`src/rtl/nme_div_cell.sv`:
```
`default_nettype none

module nme_div_cell #(
    parameter int unsigned COORD_BITS = 32,
    parameter int unsigned MAX_LEVELS = 21
) (
    input  wire logic                             clk,
    input  wire logic                             en,
    input  wire logic [COORD_BITS-1:0]            extent,
    input  wire logic [COORD_BITS+MAX_LEVELS-1:0] work_in,
    output logic      [COORD_BITS+MAX_LEVELS-1:0] work_out
);

    localparam int unsigned W = COORD_BITS + MAX_LEVELS;

    logic [W-1:0]          work_reg;
    logic [W-1:0]          work_next;
    logic [W:0]            shifted;
    logic [COORD_BITS:0]   part;
    logic [COORD_BITS:0]   part_sub;
    logic [MAX_LEVELS-1:0] low;

    // One restoring step: remainder sits on top, quotient bits fill in from below
    assign shifted  = {work_in, 1'b0};
    assign part     = shifted[W:MAX_LEVELS];
    assign part_sub = part - {1'b0, extent};

    always_comb
    begin
        low = shifted[MAX_LEVELS-1:0];
        if (part >= {1'b0, extent})
        begin
            low[0]    = 1'b1;
            work_next = {part_sub[COORD_BITS-1:0], low};
        end
        else
        begin
            work_next = {part[COORD_BITS-1:0], low};
        end
    end

    always_ff @(posedge clk)
    begin
        if (en)
        begin
            work_reg <= work_next;
        end
    end

    assign work_out = work_reg;

endmodule

`default_nettype wire

```
`config.mk`:
```
export PLATFORM = sky130hd
export DESIGN_NAME = nme_div_cell
export DESIGN_NICKNAME = d
export VERILOG_FILES = /design/src/rtl/nme_div_cell.sv
export SDC_FILE = /design/constraint.sdc
export NUM_CORES = 1
export LEC_CHECK = 0
export ABC_CLOCK_PERIOD_IN_PS = 2800
export BUFFER_PORTS_ARGS = -buffer_cell sky130_fd_sc_hd__buf_2
export CORE_UTILIZATION = 35
export DETAILED_ROUTE_END_ITERATION = 8
export PLACE_DENSITY = 0.74
export SYNTH_ARGS = -nofsm -noshare
export SYNTH_HDL_FRONTEND = slang
export SYNTH_SLANG_ARGS = --single-unit
```
`constraint.sdc`:
```
create_clock -name clk -period 2.8 [get_ports clk]
set_input_delay 0.56 -clock clk [delete_from_list [all_inputs] [get_ports clk]]
set_output_delay 0.56 -clock clk [all_outputs]
set_load 0.02 [all_outputs]
```
Word level (Yosys, flattened, before mapping). Cells that the tools add are included.

Flip-flop bits (word level): 53. Input bits: 87. Output and inout bits: 53. Word-level logic and storage cells: 4.

Add/subtract/negate cells: 1. Magnitude comparators: 1. Muxes and demuxes: 1.

Operators by type and width (number): $mux W53 (1); $ge A33 B32 Y1 (1); $sub A32 B32 Y32 (1).

Longest topological paths before layout.
Depth in word-level cells: 2. Mapped depth: 13. Mapped depth without buffers: 11.

Least setup slack after synthesis. Ideal clock, no wire load.

Path kind: in2reg. From: input port extent[23]. To: register work_reg[25] (netlist: work_out[25]) (data pin). Library setup time: 260 ps. Arrival: 2668 ps. Data required time: 2540 ps. Setup slack: -128 ps. Stages on the path: 11. Path buffers: 2. Cell sequence: inv_1 ha_1 buf_6 and3_1 o21a_1 a311oi_2 o21ai_1 or3b_1 o21a_1 buf_6 mux2_4.

Word-level cells in the longest chain between the ends: 2.

RTL lines: from (decl) (RTL line 9) `input wire logic [COORD_BITS-1:0] extent,`; $ge A33 B32 Y1 (RTL line 31) `if (part >= {1'b0, extent})`; $mux W53 (RTL line 31); named net work_next[25] (RTL line 17) `logic [W-1:0] work_next;`; to (signal assigned) (RTL line 46) `work_reg <= work_next;`; to (decl) (RTL line 16) `logic [W-1:0] work_reg;`.

The timed path passes the listed nets, and every way through them passes these cells. A chain may end at the register's enable or synchronous reset.

Worst setup path after layout.
From: input port extent[23]. To: register work_reg[28] (netlist: work_out[28]) (data pin).

The elaborated chain is that of the path after synthesis.

==> flow_metrics.tcl <==
set metrics [dict create \
    post-route-min-period_ns 2.72 \
    core_area_um2 10900 \
    final_nets 760 \
    detailed_place_hpwl_mm 8.80 \
    synth-compound-area-share_pct 18.7 \
    slew_viol_final 0 \
    postSynthCellCount 412 \
    initial_core_util_pct 36.0 \
    synthAdderAreaFrac_pct 10.7 \
    worst_setup_path_end_kind "flop" \
    critPathRequiredTime_ns 2.88 \
    dr.max_layer_used "met4" \
    wl_met1_mm 5.01 \
    synthArstFlopShare_pct 0 \
    ys_ff_latch 53 \
    gr-total-overflow 0 \
    io_pins 140 \
    finalSetupViolations 0 \
    antenna-diode-count 0 \
    wl_per_cell_um 14.2 \
    port_buffers 139 \
    clockRootBuffer "clkbuf_8" \
    cts_sinks 53 \
    cp-start-kind "input pin" \
    synth_top_family_by_area "compound AO/OA/AOI/OAI gates" \
    fin_area_um2 5730 \
    syn_area_um2 3920 \
    synth_nets 532 \
    crit_type "input pin to flop" \
    vias 3803 \
    ant_nets 0 \
    grt_max_degree 32 \
    fin_setup_tns_ns 0 \
    hold_path.class "input pin to flop" \
    yosysSeqAreaShare_pct 40.6 \
    synth_top_area_share_pct 40.6 \
    first_global_vias 3742 \
    tightestPinTransition_ns 0.642 \
    wl_met2_mm 5.31 \
    largest_register_ffs 53 \
    ys.flop_type "edfxtp_1" \
    grt_first_pass_wirelength_mm 17.3 \
    area_delta_synth_final_pct 46.3 \
    cts_buffer_depth 2 \
    fmax_ghz 0.368 \
    grt.total_usage_pct 19.1 \
    yosysWarningCount 0 \
    nFillCells 1036 \
    synth-xor-area-share_pct 5.81 \
    synth_top_cell_by_area "edfxtp_1" \
    dieArea_um2 11600 \
    drcViolationCount 0 \
    whs_ns 0.403 \
    synthMuxAreaShare_pct 3.58 \
    synthSimpleGateAreaFrac_pct 13.3 \
    path_clk_slew_ns 0.10 \
    ir_worst_vdd_mv 0.210 \
    ys_top_cells_by_area "edfxtp_1 41%, ha_1 10%, a21oi_1 6.9%, inv_1 4.4%, xnor2_1 3.6%" \
    post-route-period-util_pct 97.1 \
    antenna_found_initial 0 \
    synth.distinct_cells 49 \
    cellPowerDensity_nw_per_um2 466 \
    dp_slack_ns -0.389 \
    fp.dieH_um 108 \
    synth_edf_count 53 \
    slew_headroom_pct 57.2 \
    drtPass1Iterations 5 \
    routed_wl_mm 11.1 \
    die_w_um 108 \
    place_area_um2 5500 \
    met3_length_um 623 \
    hold_violations 0 \
    maxCapViolCount 0 \
    cts_tree "yes" \
    worstPathArrival_ns 2.79 \
    cts_htree_levels 2 \
    rsz0062_at_grt "yes" \
    drive_gt1_share_pct 45.1 \
    power_leakage_nw 2.73 \
    gp_congestion 0.845 \
    run_status "finished, final reports clean" \
    numCtsBuffers 5 \
    avgSynthCellArea_um2 9.51 \
    path_max_fanout 8 \
    setup_ws_ns 0.0816 \
    dr.first_iter.drc_count 132 \
    vias_per_cell 4.87 \
    num_rows 38 \
]
## layout make-up
| cell class | instances | area (um2) | area share [%] |
|---|---|---|---|
| flip-flops and latches | 53 | 1590 | 27.8 |
| multi-input cells | 296 | 2200 | 38.4 |
| clock buffers | 5 | 68.8 | 1.20 |
| well taps | 140 | 175 | 3.06 |
| clock inverters | 3 | 26.3 | 0.458 |
| repair buffers | 238 | 1490 | 26.0 |
| inverters | 46 | 178 | 3.10 |
## kinds of logic (layout without fill, tap and decap cells)
logic type,after synthesis,count (layout)
mux,10,10
xor+xnor,26,26
fa+ha+maj,33,33
compound gates,120,120
flops,53,53
simple gates,107,107
buf+inv,63,292
## where the power goes
group / switching [mW] / internal, mW / leakage (nW)
clock: 0.295 / 0.183 / 0.0487
combinational: 0.614 / 0.548 / 2.17
sequential: 0.0240 / 1.01 / 0.520
## per-stage QoR
step | cells | utilization [%] | total power, mW
after floorplan | 412 | - | 1.71
after global placement | 771 | 50.6 | 2.14
after detailed placement | 771 | 50.6 | 2.16
after CTS | 779 | 51.5 | 2.65
after global routing | 781 | 52.6 | 2.83
final | 781 | 52.6 | 2.67
## final timing paths
path	startpoint	end	cells after the start
min	work_in[18]	work_out[19]	1
max	extent[23]	work_out[28]	10
## layer usage
layer | vias to the layer above | GRT usage, %
met3 | 11 | 2.42
met2 | 108 | 33.3
met1 | 1752 | 24.6
li1 | 1932 | -
met5 | - | 0
met4 | 0 | 5.19
## synthesized netlist by cell type (all sizes together), types with 2 or more instances
library cell	n
a21oi	55
edfxtp	53
inv	46
nor2	37
ha	32
nand2	24
o21ai	21
xnor2	16
buf	11
xor2	10
a21o	8
mux2	8
nand3	8
nand4	8
nand2b	7
o31ai	7
clkbuf	6
o21a	6
o21bai	5
a2111oi	4
a211oi	3
and2	3
nor3	3
a31o	2
a31oi	2
and3	2
mux2i	2
nand4b	2
nor2b	2
nor4b	2
o211ai	2
or2	2
or3	2
## cells in the final DEF (no fill, tap or decap), drive strengths merged, types with 3 or more instances in the layout
master and n:
and2 3, a21o 8, a211oi 3, o21bai 5, xor2 10, o31ai 7, nand4 8, a21oi 55
inv 47, nor3 3, ha 32, nand2 24, a2111oi 4, o21ai 21, clkbuf 6, mux2 8
xnor2 16, o21a 6, nand2b 7, nor2 37, nand3 8, buf 237, edfxtp 53
## critical path, cell delays in order
cell,delay (ns)
buf_2,0.12
inv_6,0.03
ha_4,0.28
and3_4,0.23
nand4_1,0.17
nor4b_1,0.53
a21o_1,0.24
o21a_4,0.19
buf_12,0.15
mux2_4,0.29
## what timing repair did
item | 4_1_cts | 5_1_grt
pin swaps | 2 | 8
setup buffers | 0 | 1
cloned | 0 | 1
hold buffers | 0 | 0
resized for setup | 3 | 23
setup endpoints to repair | 4 | 30
Power figures use the tool's default switching activity.
