File: src/rtl/nme_axis_front.sv
`default_nettype none

module nme_axis_front #(
    parameter int unsigned COORD_BITS = 32,
    parameter int unsigned MAX_LEVELS = 21
) (
    input  wire logic                             clk,
    input  wire logic                             en,
    input  wire logic [COORD_BITS-1:0]            pos,
    input  wire logic [COORD_BITS-1:0]            box_min,
    input  wire logic [COORD_BITS-1:0]            box_max,
    input  wire logic [MAX_LEVELS-1:0]            top,
    output logic      [COORD_BITS-1:0]            extent,
    output logic      [COORD_BITS+MAX_LEVELS-1:0] prod
);

    localparam logic [COORD_BITS-1:0] SIGN = {1'b1, {(COORD_BITS-1){1'b0}}};
    localparam logic [COORD_BITS-1:0] ONE  = {{(COORD_BITS-1){1'b0}}, 1'b1};

    logic [COORD_BITS-1:0]            r_reg;
    logic [COORD_BITS-1:0]            r_next;
    logic [COORD_BITS-1:0]            d_reg;
    logic [COORD_BITS-1:0]            d_next;
    logic [COORD_BITS+MAX_LEVELS-1:0] prod_reg;
    logic [COORD_BITS+MAX_LEVELS-1:0] prod_next;
    logic [COORD_BITS-1:0]            p_b;
    logic [COORD_BITS-1:0]            mn_b;
    logic [COORD_BITS-1:0]            mx_b;
    logic [COORD_BITS-1:0]            diff;

    // Offset binary keeps the signed order under unsigned compares
    assign p_b  = pos ^ SIGN;
    assign mn_b = box_min ^ SIGN;
    assign mx_b = box_max ^ SIGN;

    // Extent floors at one LSB for an empty or inverted box
    assign r_next = (mx_b > mn_b) ? (mx_b - mn_b) : ONE;

    assign diff = p_b - mn_b;

    // Clamp the offset to [0, extent] so the divider never sees a ratio above one
    always_comb
    begin
        if (p_b <= mn_b)
        begin
            d_next = '0;
        end
        else if (diff >= r_next)
        begin
            d_next = r_next;
        end
        else
        begin
            d_next = diff;
        end
    end

    assign prod_next = (COORD_BITS+MAX_LEVELS)'(d_reg) * (COORD_BITS+MAX_LEVELS)'(top);

    always_ff @(posedge clk)
    begin
        r_reg <= r_next;
    end

    always_ff @(posedge clk)
    begin
        if (en)
        begin
            d_reg    <= d_next;
            prod_reg <= prod_next;
        end
    end

    assign extent = r_reg;
    assign prod   = prod_reg;

endmodule

`default_nettype wire

File: config.mk
export PLATFORM = sky130hd
export DESIGN_NAME = nme_axis_front
export DESIGN_NICKNAME = d
export VERILOG_FILES = /design/src/rtl/nme_axis_front.sv
export SDC_FILE = /design/constraint.sdc
export NUM_CORES = 2
export LEC_CHECK = 0
export ABC_AREA = 1
export BUFFER_PORTS_ARGS = -buffer_cell sky130_fd_sc_hd__buf_4
export CAP_MARGIN = 30
export CORE_MARGIN = 5
export CORE_UTILIZATION = 70
export DETAILED_ROUTE_END_ITERATION = 16
export PLACE_DENSITY = 0.95
export SETUP_SLACK_MARGIN = 0.05
export SYNTH_ARGS = -nofsm -noshare
export SYNTH_HDL_FRONTEND = slang
export SYNTH_SLANG_ARGS = --single-unit
File: constraint.sdc
create_clock -name clk -period 11.2 [get_ports clk]
set_clock_uncertainty 0.15 [all_clocks]
set_input_delay 2.24 -clock clk [delete_from_list [all_inputs] [get_ports clk]]
set_output_delay 2.24 -clock clk [all_outputs]
set_load 0.01 [all_outputs]
Word level (Yosys, flattened, before mapping)
Cells that the tools add are included.

storage, ports and cells
  bits in registers = 117
  input port bits = 119
  logic and storage cells = 14

operators by class
  add/subtract/negate cells = 2
  $mul = 1
  order comparisons = 3
  mux-type cells = 2
  bitwise gates (word level) = 3

operators with widths
  operator                                        count
  32-bit two-way mux                              2
  32-bit subtractor                               2
  32-bit by 21-bit multiplier with 53-bit output  1
  32-bit greater-or-equal comparator              1
  32-bit > comparator                             1
  32-bit less-or-equal comparator                 1
  1-bit inverter                                  3

Longest topological paths before layout
  depth in word-level cells = 5
  depth in mapped cells = 32
  gate-level depth less buffers = 30

Worst setup path after synthesis
Ideal clock, no wire load.

  kind = input-to-reg
  start point = input port top[6]
  end point = register prod_reg[45], in the netlist prod[45], data pin
  arrival = 7549 ps
  data required time = 10797 ps
  slack = 3248 ps
  cell stages on the path = 24
  path buffers = 1
  path through = clkbuf_1 -> nand2_1 -> fa_1 -> inv_1 -> fa_1 -> inv_1 -> fa_1 -> inv_1 -> fa_1 -> fa_1 -> fa_1 -> inv_1 -> fa_1 -> inv_1 -> ha_1 -> nand2_1 -> nor2_1 -> inv_1 -> nor2_1 -> inv_1 -> nor4_1 -> o21ai_0 -> nand4_1 -> nand2_1

on the way
  cells in the longest elaborated chain, start to end = 1

ends and longest elaborated chain
  item                                            RTL line  source
  start: declaration                              12        input wire logic [MAX_LEVELS-1:0] top,
  32-bit by 21-bit multiplier with 53-bit output  58        assign prod_next = (COORD_BITS+MAX_LEVELS)'(d_reg) * (COORD_BITS+MAX_LEVELS)'(top);
  via prod_next[45]                               25        logic [COORD_BITS+MAX_LEVELS-1:0] prod_next;
  end signal: assignment                          70        prod_reg <= prod_next;
  end: declaration                                24        logic [COORD_BITS+MAX_LEVELS-1:0] prod_reg;

The timed path passes the listed nets, and every way through them passes these cells.
A chain may end at the register's enable or synchronous reset.

Worst setup path after layout
Ends and elaborated chain as after synthesis.

==> impl_summary.txt <==
----------------------------------------------------
[Yosys]
  Warnings from Yosys ... 0
  Syn avg cell area ... approximately 7.2 sq um
  FF+latch count, synth ... 117
  Post-Synthesis Cell Area ... about 32000 sq um
  Post-synthesis sequential area ratio ... under 10%
  Post-synthesis instance total ... around 4500
  Post-synthesis share of cell area spent on full adders, half adders and majority gates ... 45.23%
  Post-synthesis share of cell area spent on xor and xnor gates ... 1.922%
  Mapped Nets ... between 5000 and 6000
  Unique masters post-synth ... 40
  FFs w/ async S/R, synth ... 0%
  Combinational family with the most area after synthesis ... adder cells
  Primary flip-flop cell chosen by synthesis mapping ... sky130_fd_sc_hd__edfxtp_1
  Number of synthesized flops with an enable pin ... between 80 and 90
  Simple logic cell fraction of the synthesized area ... 21.38%
  Post-synthesis compound-gate area fraction ... around 4.6%
  Proportion of synthesized area in mux cells ... 0%

[Worst setup path]
  Maximum fanout count along the critical path ... 32
  Max stage delay cell, worst path ... sky130_fd_sc_hd__fa_1
  Critical path required time ... around 11000 ps
  Count of buffer and inverter cells on the critical path ... 8
  Cell family with most CP delay ... adder cells
  Worst stage delay on the critical path ... about 580 ps
  Type of origin of the critical path ... input pin
  Arr. time, crit path ... 8560 ps
  CP Cell Sequence ... buf_4 > nand2_1 > fa_1 > inv_1 > fa_1 > inv_1 > fa_1 > inv_1 > fa_1 > fa_1 > fa_1 > inv_1 > fa_1 > inv_1 > ha_1 > nand2_1 > nor2_1 > inv_1 > nor2_1 > inv_1 > nor4_1 > o21ai_0 > nand4_1 > nand2_1
  Crit. End Element ... flop
  Class of the most critical setup path ... input pin to flop

[Clock tree]
  Num Clock Sinks ... approximately 120
  CTS Root Cell ... sky130_fd_sc_hd__clkbuf_16
  TritonCTS buffer count ... 17
  Clock latency on the worst-skew pair ... 430 ps
  CTS HTree Levels ... 4
  Post-cts hold buffer count ... 0
  Resized cells post-CTS ... 0
  Setup Fix Bufs, Post-CTS ... 0
  TritonCTS clock tree ... done
  Bufs on Longest Clock Path ... 2
  Clock edge transition at the registers on the reported setup and hold paths ... 60 ps

[Cells and area]
  Share of layout cells above drive strength 1 ... 6.223%
  Commonest cells after routing, fill and taps aside ... sky130_fd_sc_hd__inv_1 (1315), sky130_fd_sc_hd__nand2_1 (1275), sky130_fd_sc_hd__fa_1 (569)
  Antenna diode count ... 0
  Nets@finish ... roughly 5500
  Most common library cell in the layout ignoring fill and taps ... sky130_fd_sc_hd__inv_1
  Max reg flops ... 53
  Synth-to-Final Area Change ... 8.110%

[Floorplanning]
  Die area ... 50620 sq um
  Overall die width ... between 200 and 250 um
  Die Y-Extent ... 225.0 um
  Starting density of the core ... between 70 and 80%
  Row Count ... 78
  Core Region ... approximately 46000 sq um
  Top-Level Pins ... between 200 and 250

[Timing]
  Final slew viol count ... 0
  RSZ-0062 raised after global routing ... no
  # setup viols final ... 0
  Tightest slew margin relative to the limit ... 22.24%
  Transition time at the pin with the least slew margin ... around 1200 ps
  Endpoints failing hold ... 0
  Maximum clock frequency ... about 120 MHz
  Period minus WS final ... around 8500 ps
  Final Cycle Share ... 76.17%
  Total negative slack for setup checks ... 0 ps

[Route]
  Drt first pass iters ... 6
  Detailed-route wire length per cell ... 19.35 um
  Detailed Route Iter0 Violations ... ~3800
  DRC Markers ... 0
  Detailed-route wire length ... 100500 um
  Detailed-route via count ... approximately 30000
  Remaining antenna violation count after routing ... 0
  Via-to-Cell Ratio ... about 5.7

[Run]
  Max-cap check violation count ... 0

[GRT]
  Pin count of the biggest net entering global routing ... between 70 and 80
  Number of global-route vias before repair ... ~31000
  Wire length of the first global-routing pass ... roughly 160000 um
  Overflow left after global routing ... 0
  Number of antenna violations at the first check in global routing ... 1
  Overall global routing resource usage ... between 30 and 40%

[Status]
  Status ... complete, no violations

[Placed design]
  Total half-perimeter wirelength after legalization and detailed placement ... a little over 80000 um
  Weighted congestion at the end of routability-driven global placement ... between 1 and 1.5
  Buffers on Ports ... a little over 200

[Min path]
  Hold Path Class ... flop to flop

----------------------------------------------------
[per-stage QoR]
step / cells / hold slack, ps / worst slack [ps] / instance area [sq um] / util (%)
floorplan: 4482 / 376.3 / 3248 / 32350 / -
global placement: 5155 / 774.4 / 2469 / 34140 / 74.91
detailed placement: 5155 / 776.3 / 2407 / 34140 / 74.91
CTS: 5187 / 790.3 / 2809 / 34740 / 76.22
global route: 5196 / 839.7 / 2512 / 34970 / 76.74
finish: 5196 / 827.9 / 2668 / 34970 / 76.74
[routing by layer]
layer  wire [um]  share of wire (%)  global-route usage [%]  vias up
met5           0                  0                       0        -
met4        6087                6.1                   19.68        0
met3       14030                 14                   10.24      537
met2       44750                 45                   62.38     2316
met1       35660                 35                   51.98    13900
li1            -                  -                       -    13070
[cell families after synthesis]
group                    count (synthesis)
adder cells (fa/ha/maj)                828
AND/OR/NAND/NOR                       1736
XOR/XNOR                                71
AO/OA/AOI/OAI                          271
buffers and inverters                 1459
flip-flops                             117
[layout make-up]
cell class / count / area, sq um
multi-input cells: 2906 / 23650
well taps: 600 / 750.7
inverters: 1321 / 4959
clock inverters: 11 / 150.1
clock buffers: 21 / 450.4
flip-flops and latches: 117 / 3193
fillers: 3066 / 10600
repair buffers: 220 / 1819
[worst paths after layout]
| check | startpoint | slack [ps] | end | depth (start not counted) |
|---|---|---|---|---|
| hold / removal | d_reg[0] | 830 | prod[0] | 3 |
| hold reg to reg | d_reg[0] | 830 | prod[0] | 3 |
| setup / recovery | top[6] | 2670 | prod[45] | 24 |
| setup reg to reg | d_reg[22] | 3770 | prod[45] | 23 |
[synthesized netlist by cell type (all sizes together), types with 32 or more instances]
| library cell | count | area share [%] |
|---|---|---|
| a21oi | 141 | 2.2 |
| clkbuf | 129 | 1.5 |
| dfxtp | 32 | 2.0 |
| edfxtp | 85 | 7.9 |
| fa | 569 | 35 |
| ha | 259 | 10 |
| inv | 1319 | 15 |
| nand2 | 1286 | 15 |
| nand3 | 87 | 1.3 |
| nor2 | 278 | 3.3 |
| o21ai | 84 | 1.3 |
| xor2 | 44 | 1.2 |
[worst reg2reg max path: cells and delay by family (launching register included)]
family | cells | cell delay (ps)
AO/OA/AOI/OAI | 1 | 280
AND/OR/NAND/NOR | 7 | 1210
adder cells (fa/ha/maj) | 8 | 4000
buffers and inverters | 7 | 410
flip-flops | 1 | 1120
Power is left out: the tool's default activity adds up to more than one toggle a clock period on the data nets, which glitch-free logic cannot reach.
